==> config.mk <==
export PLATFORM = sky130hd
export DESIGN_NAME = tcp_congestion_window_update
export DESIGN_NICKNAME = d
export VERILOG_FILES = /design/src/rtl/tcw_pkg.sv /design/src/rtl/tcw_div.sv /design/src/rtl/tcp_congestion_window_update.sv
export SDC_FILE = /design/constraint.sdc
export NUM_CORES = 1
export LEC_CHECK = 0
export BUFFER_PORTS_ARGS = -buffer_cell sky130_fd_sc_hd__buf_2
export CELL_PAD_IN_SITES_DETAIL_PLACEMENT = 1
export CELL_PAD_IN_SITES_GLOBAL_PLACEMENT = 1
export CORE_UTILIZATION = 50
export CTS_BUF_LIST = sky130_fd_sc_hd__clkbuf_8 sky130_fd_sc_hd__clkbuf_16
export DETAILED_ROUTE_END_ITERATION = 12
export GPL_ROUTABILITY_DRIVEN = 0
export PLACE_DENSITY = 0.81
export RECOVER_POWER = 50
export SLEW_MARGIN = 10
export SYNTH_ARGS = -nofsm -noshare
export SYNTH_HDL_FRONTEND = slang
export SYNTH_HIERARCHICAL = 1
export SYNTH_SLANG_ARGS = --single-unit
==> constraint.sdc <==
create_clock -name clk -period 15.1 [get_ports clk]
set_input_delay 2.265 -clock clk [delete_from_list [all_inputs] [get_ports clk]]
set_output_delay 2.265 -clock clk [all_outputs]
set_load 0.05 [all_outputs]
==> src/rtl/tcw_pkg.sv <==
package tcw_pkg;

	localparam int WORD_W    = 32;
	localparam int MSS_W     = 16;
	localparam int COUNT_W   = 8;
	localparam int CFG_IDX_W = 2;

	localparam logic [MSS_W-1:0]   MSS_RESET     = MSS_W'(536);
	localparam logic [COUNT_W-1:0] DUP_THR_RESET = COUNT_W'(3);
	localparam logic [WORD_W-1:0]  WINDOW_RESET  = WORD_W'(4380);
	localparam logic [WORD_W-1:0]  THRESH_RESET  = '1;

	typedef enum logic [CFG_IDX_W-1:0] {
		CFG_MSS      = 2'd0,
		CFG_DUP_THR  = 2'd1,
		CFG_INIT_WIN = 2'd2,
		CFG_INIT_THR = 2'd3
	} cfg_index_t;

	typedef struct packed {
		logic              start;
		logic [WORD_W-1:0] dividend;
		logic [WORD_W-1:0] divisor;
	} div_req_t;

	function automatic logic [WORD_W-1:0] sat_add(input logic [WORD_W-1:0] a,
		input logic [WORD_W-1:0] b);
		logic [WORD_W:0] sum;
		sum = {1'b0, a} + {1'b0, b};
		sat_add = sum[WORD_W] ? '1 : sum[WORD_W-1:0];
	endfunction

endpackage

==> src/rtl/tcw_div.sv <==
module tcw_div
	import tcw_pkg::*;
(
	input  logic              clk,
	input  logic              arst_n,
	input  div_req_t          req,
	output logic              done,
	output logic [WORD_W-1:0] quotient
);

	localparam int CNT_W = $clog2(WORD_W);

	logic [WORD_W-1:0] quo_q;
	logic [WORD_W-1:0] rem_q;
	logic [WORD_W-1:0] divisor_q;
	logic [CNT_W-1:0]  cnt_q;
	logic              busy_q;
	logic              done_q;

	logic [WORD_W:0]   shifted;
	logic [WORD_W:0]   diff;
	logic              fits;

	// one quotient bit per cycle; dividend bits leave the top as quotient bits enter below
	assign shifted = {rem_q, quo_q[WORD_W-1]};
	assign diff    = shifted - {1'b0, divisor_q};
	assign fits    = shifted >= {1'b0, divisor_q};

	always_ff @(posedge clk or negedge arst_n) begin
		if (!arst_n) begin
			busy_q <= 1'b0;
			done_q <= 1'b0;
			cnt_q  <= '0;
		end else begin
			done_q <= 1'b0;
			if (req.start) begin
				busy_q <= 1'b1;
				cnt_q  <= '0;
			end else if (busy_q) begin
				cnt_q <= cnt_q + 1'b1;
				if (cnt_q == CNT_W'(WORD_W - 1)) begin
					busy_q <= 1'b0;
					done_q <= 1'b1;
				end
			end
		end
	end

	always_ff @(posedge clk) begin
		if (req.start) begin
			quo_q     <= req.dividend;
			rem_q     <= '0;
			divisor_q <= req.divisor;
		end else if (busy_q) begin
			quo_q <= {quo_q[WORD_W-2:0], fits};
			rem_q <= fits ? diff[WORD_W-1:0] : shifted[WORD_W-1:0];
		end
	end

	assign done     = done_q;
	assign quotient = quo_q;

endmodule

==> src/rtl/tcp_congestion_window_update.sv <==
// TCP Reno congestion window engine (sender side). Each accepted ACK event
// yields one result with the window and slow start threshold after the event
// and a retransmit flag. Events are handled one at a time. Slow start, loss
// recovery and duplicate ACKs go from the execute state to the result
// register. A congestion avoidance ACK goes from the execute state through
// the divide and finish states; the radix-2 divider forms MSS*MSS/window one
// quotient bit per cycle, from its start through its quotient bits to done,
// and the finish state then writes the result. A stalled output holds the
// result back until the output slot is free. A new event is taken while an
// earlier result still waits at the output. Reset loads a window of 4380
// bytes and an all-ones threshold; writes to the initial window and
// threshold indices are ignored, and reset always restores those defaults.
module tcp_congestion_window_update
	import tcw_pkg::*;
(
	input  logic                 clk,
	input  logic                 arst_n,

	input  logic                 cfg_write,
	input  logic [CFG_IDX_W-1:0] cfg_index,
	input  logic [WORD_W-1:0]    cfg_data,

	input  logic                 in_valid,
	output logic                 in_stall,
	input  logic                 command,
	input  logic                 in_loss_recovery,
	input  logic [COUNT_W-1:0]   dup_ack_count,
	input  logic [WORD_W-1:0]    bytes_in_flight,

	output logic                 out_valid,
	input  logic                 out_stall,
	output logic [WORD_W-1:0]    window,
	output logic [WORD_W-1:0]    threshold,
	output logic                 retransmit
);

	typedef enum logic [1:0] {
		S_IDLE,
		S_EXEC,
		S_DIV,
		S_FIN
	} state_t;

	state_t             state_q;

	logic [MSS_W-1:0]   mss_q;
	logic [COUNT_W-1:0] dup_thr_q;

	logic [WORD_W-1:0]  cwnd_q;
	logic [WORD_W-1:0]  ssth_q;

	logic               command_q;
	logic               loss_q;
	logic [COUNT_W-1:0] count_q;
	logic [WORD_W-1:0]  flight_q;

	logic               out_valid_q;
	logic [WORD_W-1:0]  window_q;
	logic [WORD_W-1:0]  threshold_q;
	logic               retransmit_q;

	div_req_t           div_req;
	logic               div_done;
	logic [WORD_W-1:0]  div_quotient;

	logic               slot_free;
	logic               res_write;
	logic [WORD_W-1:0]  res_window;
	logic [WORD_W-1:0]  res_thr;
	logic               res_retx;

	logic [WORD_W-1:0]  mss_w;
	logic [WORD_W-1:0]  half_flight;
	logic [WORD_W-1:0]  floor_thr;
	logic [WORD_W-1:0]  recov_thr;
	logic [WORD_W-1:0]  three_mss;
	logic [WORD_W-1:0]  ca_inc;

	tcw_div u_div (
		.clk      (clk),
		.arst_n   (arst_n),
		.req      (div_req),
		.done     (div_done),
		.quotient (div_quotient)
	);

	always_ff @(posedge clk or negedge arst_n) begin
		if (!arst_n) begin
			mss_q     <= MSS_RESET;
			dup_thr_q <= DUP_THR_RESET;
		end else if (cfg_write) begin
			case (cfg_index)
				CFG_MSS:     mss_q     <= cfg_data[MSS_W-1:0];
				CFG_DUP_THR: dup_thr_q <= cfg_data[COUNT_W-1:0];
				// initial values only matter at reset, which restores the defaults
				CFG_INIT_WIN: ;
				CFG_INIT_THR: ;
				default: ;
			endcase
		end
	end

	assign slot_free   = !out_valid_q || !out_stall;
	assign mss_w       = WORD_W'(mss_q);
	assign half_flight = {1'b0, flight_q[WORD_W-1:1]};
	assign floor_thr   = WORD_W'({mss_q, 1'b0});
	assign recov_thr   = (half_flight > floor_thr) ? half_flight : floor_thr;
	assign three_mss   = floor_thr + mss_w;
	assign ca_inc      = (div_quotient == '0) ? WORD_W'(1) : div_quotient;

	always_comb begin
		res_write        = 1'b0;
		res_window       = cwnd_q;
		res_thr          = ssth_q;
		res_retx         = 1'b0;
		div_req.start    = 1'b0;
		div_req.dividend = mss_w * mss_w;
		div_req.divisor  = cwnd_q;
		case (state_q)
			S_EXEC: begin
				if (!command_q) begin
					if (loss_q) begin
						res_write = slot_free;
					end else if (cwnd_q < ssth_q) begin
						res_window = sat_add(cwnd_q, mss_w);
						res_write  = slot_free;
					end else begin
						div_req.start = 1'b1;
					end
				end else begin
					if (count_q == dup_thr_q) begin
						res_thr    = recov_thr;
						res_window = sat_add(recov_thr, three_mss);
						res_retx   = 1'b1;
					end else if (count_q > dup_thr_q) begin
						res_window = sat_add(cwnd_q, mss_w);
					end
					res_write = slot_free;
				end
			end
			S_FIN: begin
				res_window = sat_add(cwnd_q, ca_inc);
				res_write  = slot_free;
			end
			default: ;
		endcase
	end

	always_ff @(posedge clk or negedge arst_n) begin
		if (!arst_n) begin
			state_q      <= S_IDLE;
			cwnd_q       <= WINDOW_RESET;
			ssth_q       <= THRESH_RESET;
			command_q    <= 1'b0;
			loss_q       <= 1'b0;
			count_q      <= '0;
			flight_q     <= '0;
			out_valid_q  <= 1'b0;
			window_q     <= '0;
			threshold_q  <= '0;
			retransmit_q <= 1'b0;
		end else begin
			case (state_q)
				S_IDLE: begin
					if (in_valid) begin
						command_q <= command;
						loss_q    <= in_loss_recovery;
						count_q   <= dup_ack_count;
						flight_q  <= bytes_in_flight;
						state_q   <= S_EXEC;
					end
				end
				S_EXEC: begin
					if (div_req.start) begin
						state_q <= S_DIV;
					end else if (res_write) begin
						state_q <= S_IDLE;
					end
				end
				S_DIV: begin
					if (div_done) begin
						state_q <= S_FIN;
					end
				end
				S_FIN: begin
					if (res_write) begin
						state_q <= S_IDLE;
					end
				end
				default: state_q <= S_IDLE;
			endcase

			// hold the result until taken; a new one only lands in a free slot
			if (res_write) begin
				cwnd_q       <= res_window;
				ssth_q       <= res_thr;
				window_q     <= res_window;
				threshold_q  <= res_thr;
				retransmit_q <= res_retx;
				out_valid_q  <= 1'b1;
			end else if (out_valid_q && !out_stall) begin
				out_valid_q <= 1'b0;
			end
		end
	end

	assign in_stall   = (state_q != S_IDLE);
	assign out_valid  = out_valid_q;
	assign window     = window_q;
	assign threshold  = threshold_q;
	assign retransmit = retransmit_q;

`ifndef NO_ASSERTIONS
	a_div_done_in_div: assert property (@(posedge clk) disable iff (!arst_n)
		div_done |-> state_q == S_DIV)
		else $error("divider finished outside the divide state");

	a_avoid_only: assert property (@(posedge clk) disable iff (!arst_n)
		state_q == S_DIV |-> cwnd_q >= ssth_q)
		else $error("divide running while in slow start");

	a_retx_floor: assert property (@(posedge clk) disable iff (!arst_n)
		out_valid_q && retransmit_q |-> threshold_q >= WORD_W'({mss_q, 1'b0}))
		else $error("retransmit threshold below two segments");

	a_fin_writes: assert property (@(posedge clk) disable iff (!arst_n)
		state_q == S_FIN && slot_free |=> out_valid_q && state_q == S_IDLE)
		else $error("divide result not delivered to the output");
`endif

endmodule
==> flow_metrics.py <==
metrics = {
    "logic_synthesis": {
        "yosys_register_bits": 273,
        "synthTopCellsByCount": "inv_1, nand2_1, nor2_1, ha_1, a21oi_1",
        "synth-compound-area-share_pct": 16.7,
        "async_flop_share_pct": 64.8,
        "ys.warnings.count": 6,
        "synth_cell_types": 94,
        "syn_area_per_cell_um2": 8.81,
        "ys_seq_area_share_pct": 25.9,
        "synth_most_common_cell": "inv_1",
        "synth_nets": 3624,
        "synth_ff_type": "dfrtp_1",
        "synth_mux_area_share_pct": 4.76,
        "netlist_instances": 3084,
        "synth_adder_area_share_pct": 26.2,
        "yosys.area_share.simple_pct": 14.4,
        "ys_top_cells_by_area": "fa_1, ha_1, dfrtp_1",
        "syn_area_um2": 27200,
        "synth_top_area_share_pct": 13.6,
        "synth_area_leader_cell": "fa_1",
        "synth_xor_xnor_area_share_pct": 3.87,
        "synth_edf_count": 64,
        "synth_top_family_by_area": "adder cells",
    },
    "clocking": {
        "cts-root-buf": "clkbuf_16",
        "tritoncts": "done",
        "cts.clk_slew.worst_paths_ns": 0.06,
        "cts_buffers": 34,
        "cts_buffer_depth": 3,
        "htreeDepth": 2,
        "cts.sinks": 273,
        "clk_latency_ns": 0.56,
        "hold_buffers": 0,
        "postCtsSetupRepairBufs": 0,
        "cts_resized": 0,
    },
    "sta": {
        "min_period_ns": 9.33,
        "grt_setup_unrepaired": "false",
        "skew_ns": 0.0225,
        "hold_viol": 0,
        "slew-limit-headroom_pct": -291,
        "slew_viol_final": 219,
        "fmax_mhz": 107,
        "period_share_pct": 61.8,
        "finalSetupViolCount": 0,
        "tightest_slew_ns": 5.86,
        "tns_ns": 0,
    },
    "layout": {
        "final-seq-area_um2": 7050,
        "drive_above_1_share_pct": 11.1,
        "multi_input_area_um2": 18000,
        "syn_to_final_growth_pct": 7.38,
        "fin_cells": 3816,
        "final_cell_area_um2": 29200,
        "n_antenna_cell": 0,
        "nets": 3634,
        "fillers": 6352,
    },
    "hold_path": {
        "hold_depth": 2,
        "hold_class": "reg -> reg",
    },
    "placed_design": {
        "dpl.hpwl_um": 71300,
        "postPlaceCellArea_um2": 28100,
        "dp_cells": 3754,
        "portBuffers": 130,
    },
    "worst_setup_path": {
        "crit_buf_inv": 2,
        "max_stage_delay_ns": 4.03,
        "r2r-end": "u_div/quotient[31]",
        "crit_type": "in -> async",
        "cp.depth": 2,
        "startpoint": "arst_n",
        "timing.critical_path.to_type": "asynchronous set/reset pin",
        "ff2ff_path_depth": 24,
        "path_common_cell": "clkbuf_1",
        "worst_path_max_delay_cell": "clkbuf_1",
        "worstPathRequired_ns": 14.95,
        "r2r_start": "mss_q[13]",
        "worstSetupEndpoint": "count_q[7]",
        "cp.arrival_ns": 9.17,
        "cp_max_fo": 109,
        "reg2reg_slack_ns": 6.16,
        "worstPathCellList": "clkbuf_1 > clkbuf_1",
        "cp-start-kind": "input port",
        "critPathTopFamily": "buffers and inverters",
    },
    "routing": {
        "ant_nets": 0,
        "first_iter_violations": 1813,
        "wl_per_cell_um": 24.5,
        "num_vias": 23800,
        "drt-total-wl_um": 93600,
        "avgViaCountPerCell": 6.23,
        "drt_first_pass_iters": 9,
        "drc": 2,
    },
    "floorplanning": {
        "chipHeight_um": 235,
        "start_util_pct": 50.6,
        "ioPinCount": 148,
        "dieArea_um2": 55300,
        "die_x_um": 235,
        "design.core.area_um2": 53700,
        "num_rows": 85,
    },
    "global_routing": {
        "grt_max_degree": 110,
        "grt_overflow": 0,
        "grt_first_pass_wirelength_um": 146000,
        "antenna_found_initial": 0,
        "grt_pass1_vias": 25900,
        "track_usage_pct": 33.8,
    },
    "status": {
        "violations": "DRC, capacitance limit, slew limit",
        "outcome": "finished with violations",
    },
    "run": {
        "maxCapViolations": 3,
    },
}
[sequential cells by signal, summed over array words and instances (netlist names), named ones only]
| signal | flops |
|---|---|
| flight_q | 31 |
| u_div/rem_q | 32 |
| retransmit | 1 |
| u_div/quotient | 32 |
| u_div/done | 1 |
| loss_q | 1 |
| cwnd_q | 5 |
| ssth_q | 32 |
| threshold | 32 |
| u_div/cnt_q | 5 |
| command_q | 1 |
| u_div/divisor_q | 32 |
| count_q | 8 |
| mss_q | 16 |
| u_div/busy_q | 1 |
| out_valid | 1 |
| dup_thr_q | 8 |
| window | 5 |
| state_q | 2 |
[layout make-up]
type | count | share of cell area (%)
repair buffers | 152 | 2.55
flip-flops and latches | 273 | 24.1
clock inverters | 20 | 0.729
multi-input cells | 2270 | 61.5
well taps | 696 | 2.98
inverters | 363 | 4.67
clock buffers | 42 | 3.37
[worst min path at each step]
stage                  startpoint            end  slack [ns]
finish              threshold[31]  threshold[31]        0.47
global route           ssth_q[31]     ssth_q[31]        0.51
CTS                 threshold[31]  threshold[31]        0.48
detailed placement  threshold[31]  threshold[31]        0.46
global placement    threshold[31]  threshold[31]        0.46
floorplan              ssth_q[31]     ssth_q[31]        0.46
[layer usage]
layer / share of wire (%) / vias up / global-route usage [%]
met3: 5.9 / 326 / 4.58
li1: - / 10600 / -
met4: 5.3 / 0 / 17.1
met1: 39 / 11900 / 40.9
met5: 0 / - / 0
met2: 50 / 911 / 58.8
[placed cells by master (no fill, tap or decap), types with 13 or more instances in the layout]
cell type    n
a31oi_1     47
a21o_1      52
dfstp_2     37
nand2b_1    20
xnor2_1     75
edfxtp_1    64
dfxtp_1     32
nand2_1    307
o21a_1      30
xor2_1      45
dfrtp_1    134
and3_1      19
inv_1      358
buf_2       88
a21oi_1    196
ha_1       274
o211ai_1    19
nand4_1     38
nor2b_1     17
buf_4       17
o21bai_1    14
o21ai_0    156
nand3_1     63
clkbuf_1    47
clkbuf_16   36
a211oi_1    23
a311oi_1    30
nor2_1     282
mux2_2     103
o21ai_1     13
o22ai_1     13
nor3_1      39
fa_1       185
nor4_1      19
[stage by stage]
stage | setup WS, ns | utilization (%) | hold WS [ns]
after floorplan | 7.93 | - | 0.456
after global placement | 6.67 | 52.3 | 0.456
after detailed placement | 6.19 | 52.3 | 0.464
after CTS | 6.18 | 54.5 | 0.476
after global routing | 4.23 | 54.3 | 0.512
final | 5.77 | 54.3 | 0.471
[cells by family (layout without fill, tap and decap cells)]
group	count (synthesis)	after routing
other	1	1
flip-flops	273	273
AO/OA/AOI/OAI	703	703
AND/OR/NAND/NOR	871	871
multiplexers	116	116
buffers and inverters	541	577
XOR/XNOR	120	120
adder cells (fa/ha/maj)	459	459
Power is left out: the tool's default activity adds up to more than one toggle a clock period on the data nets, which glitch-free logic cannot reach.
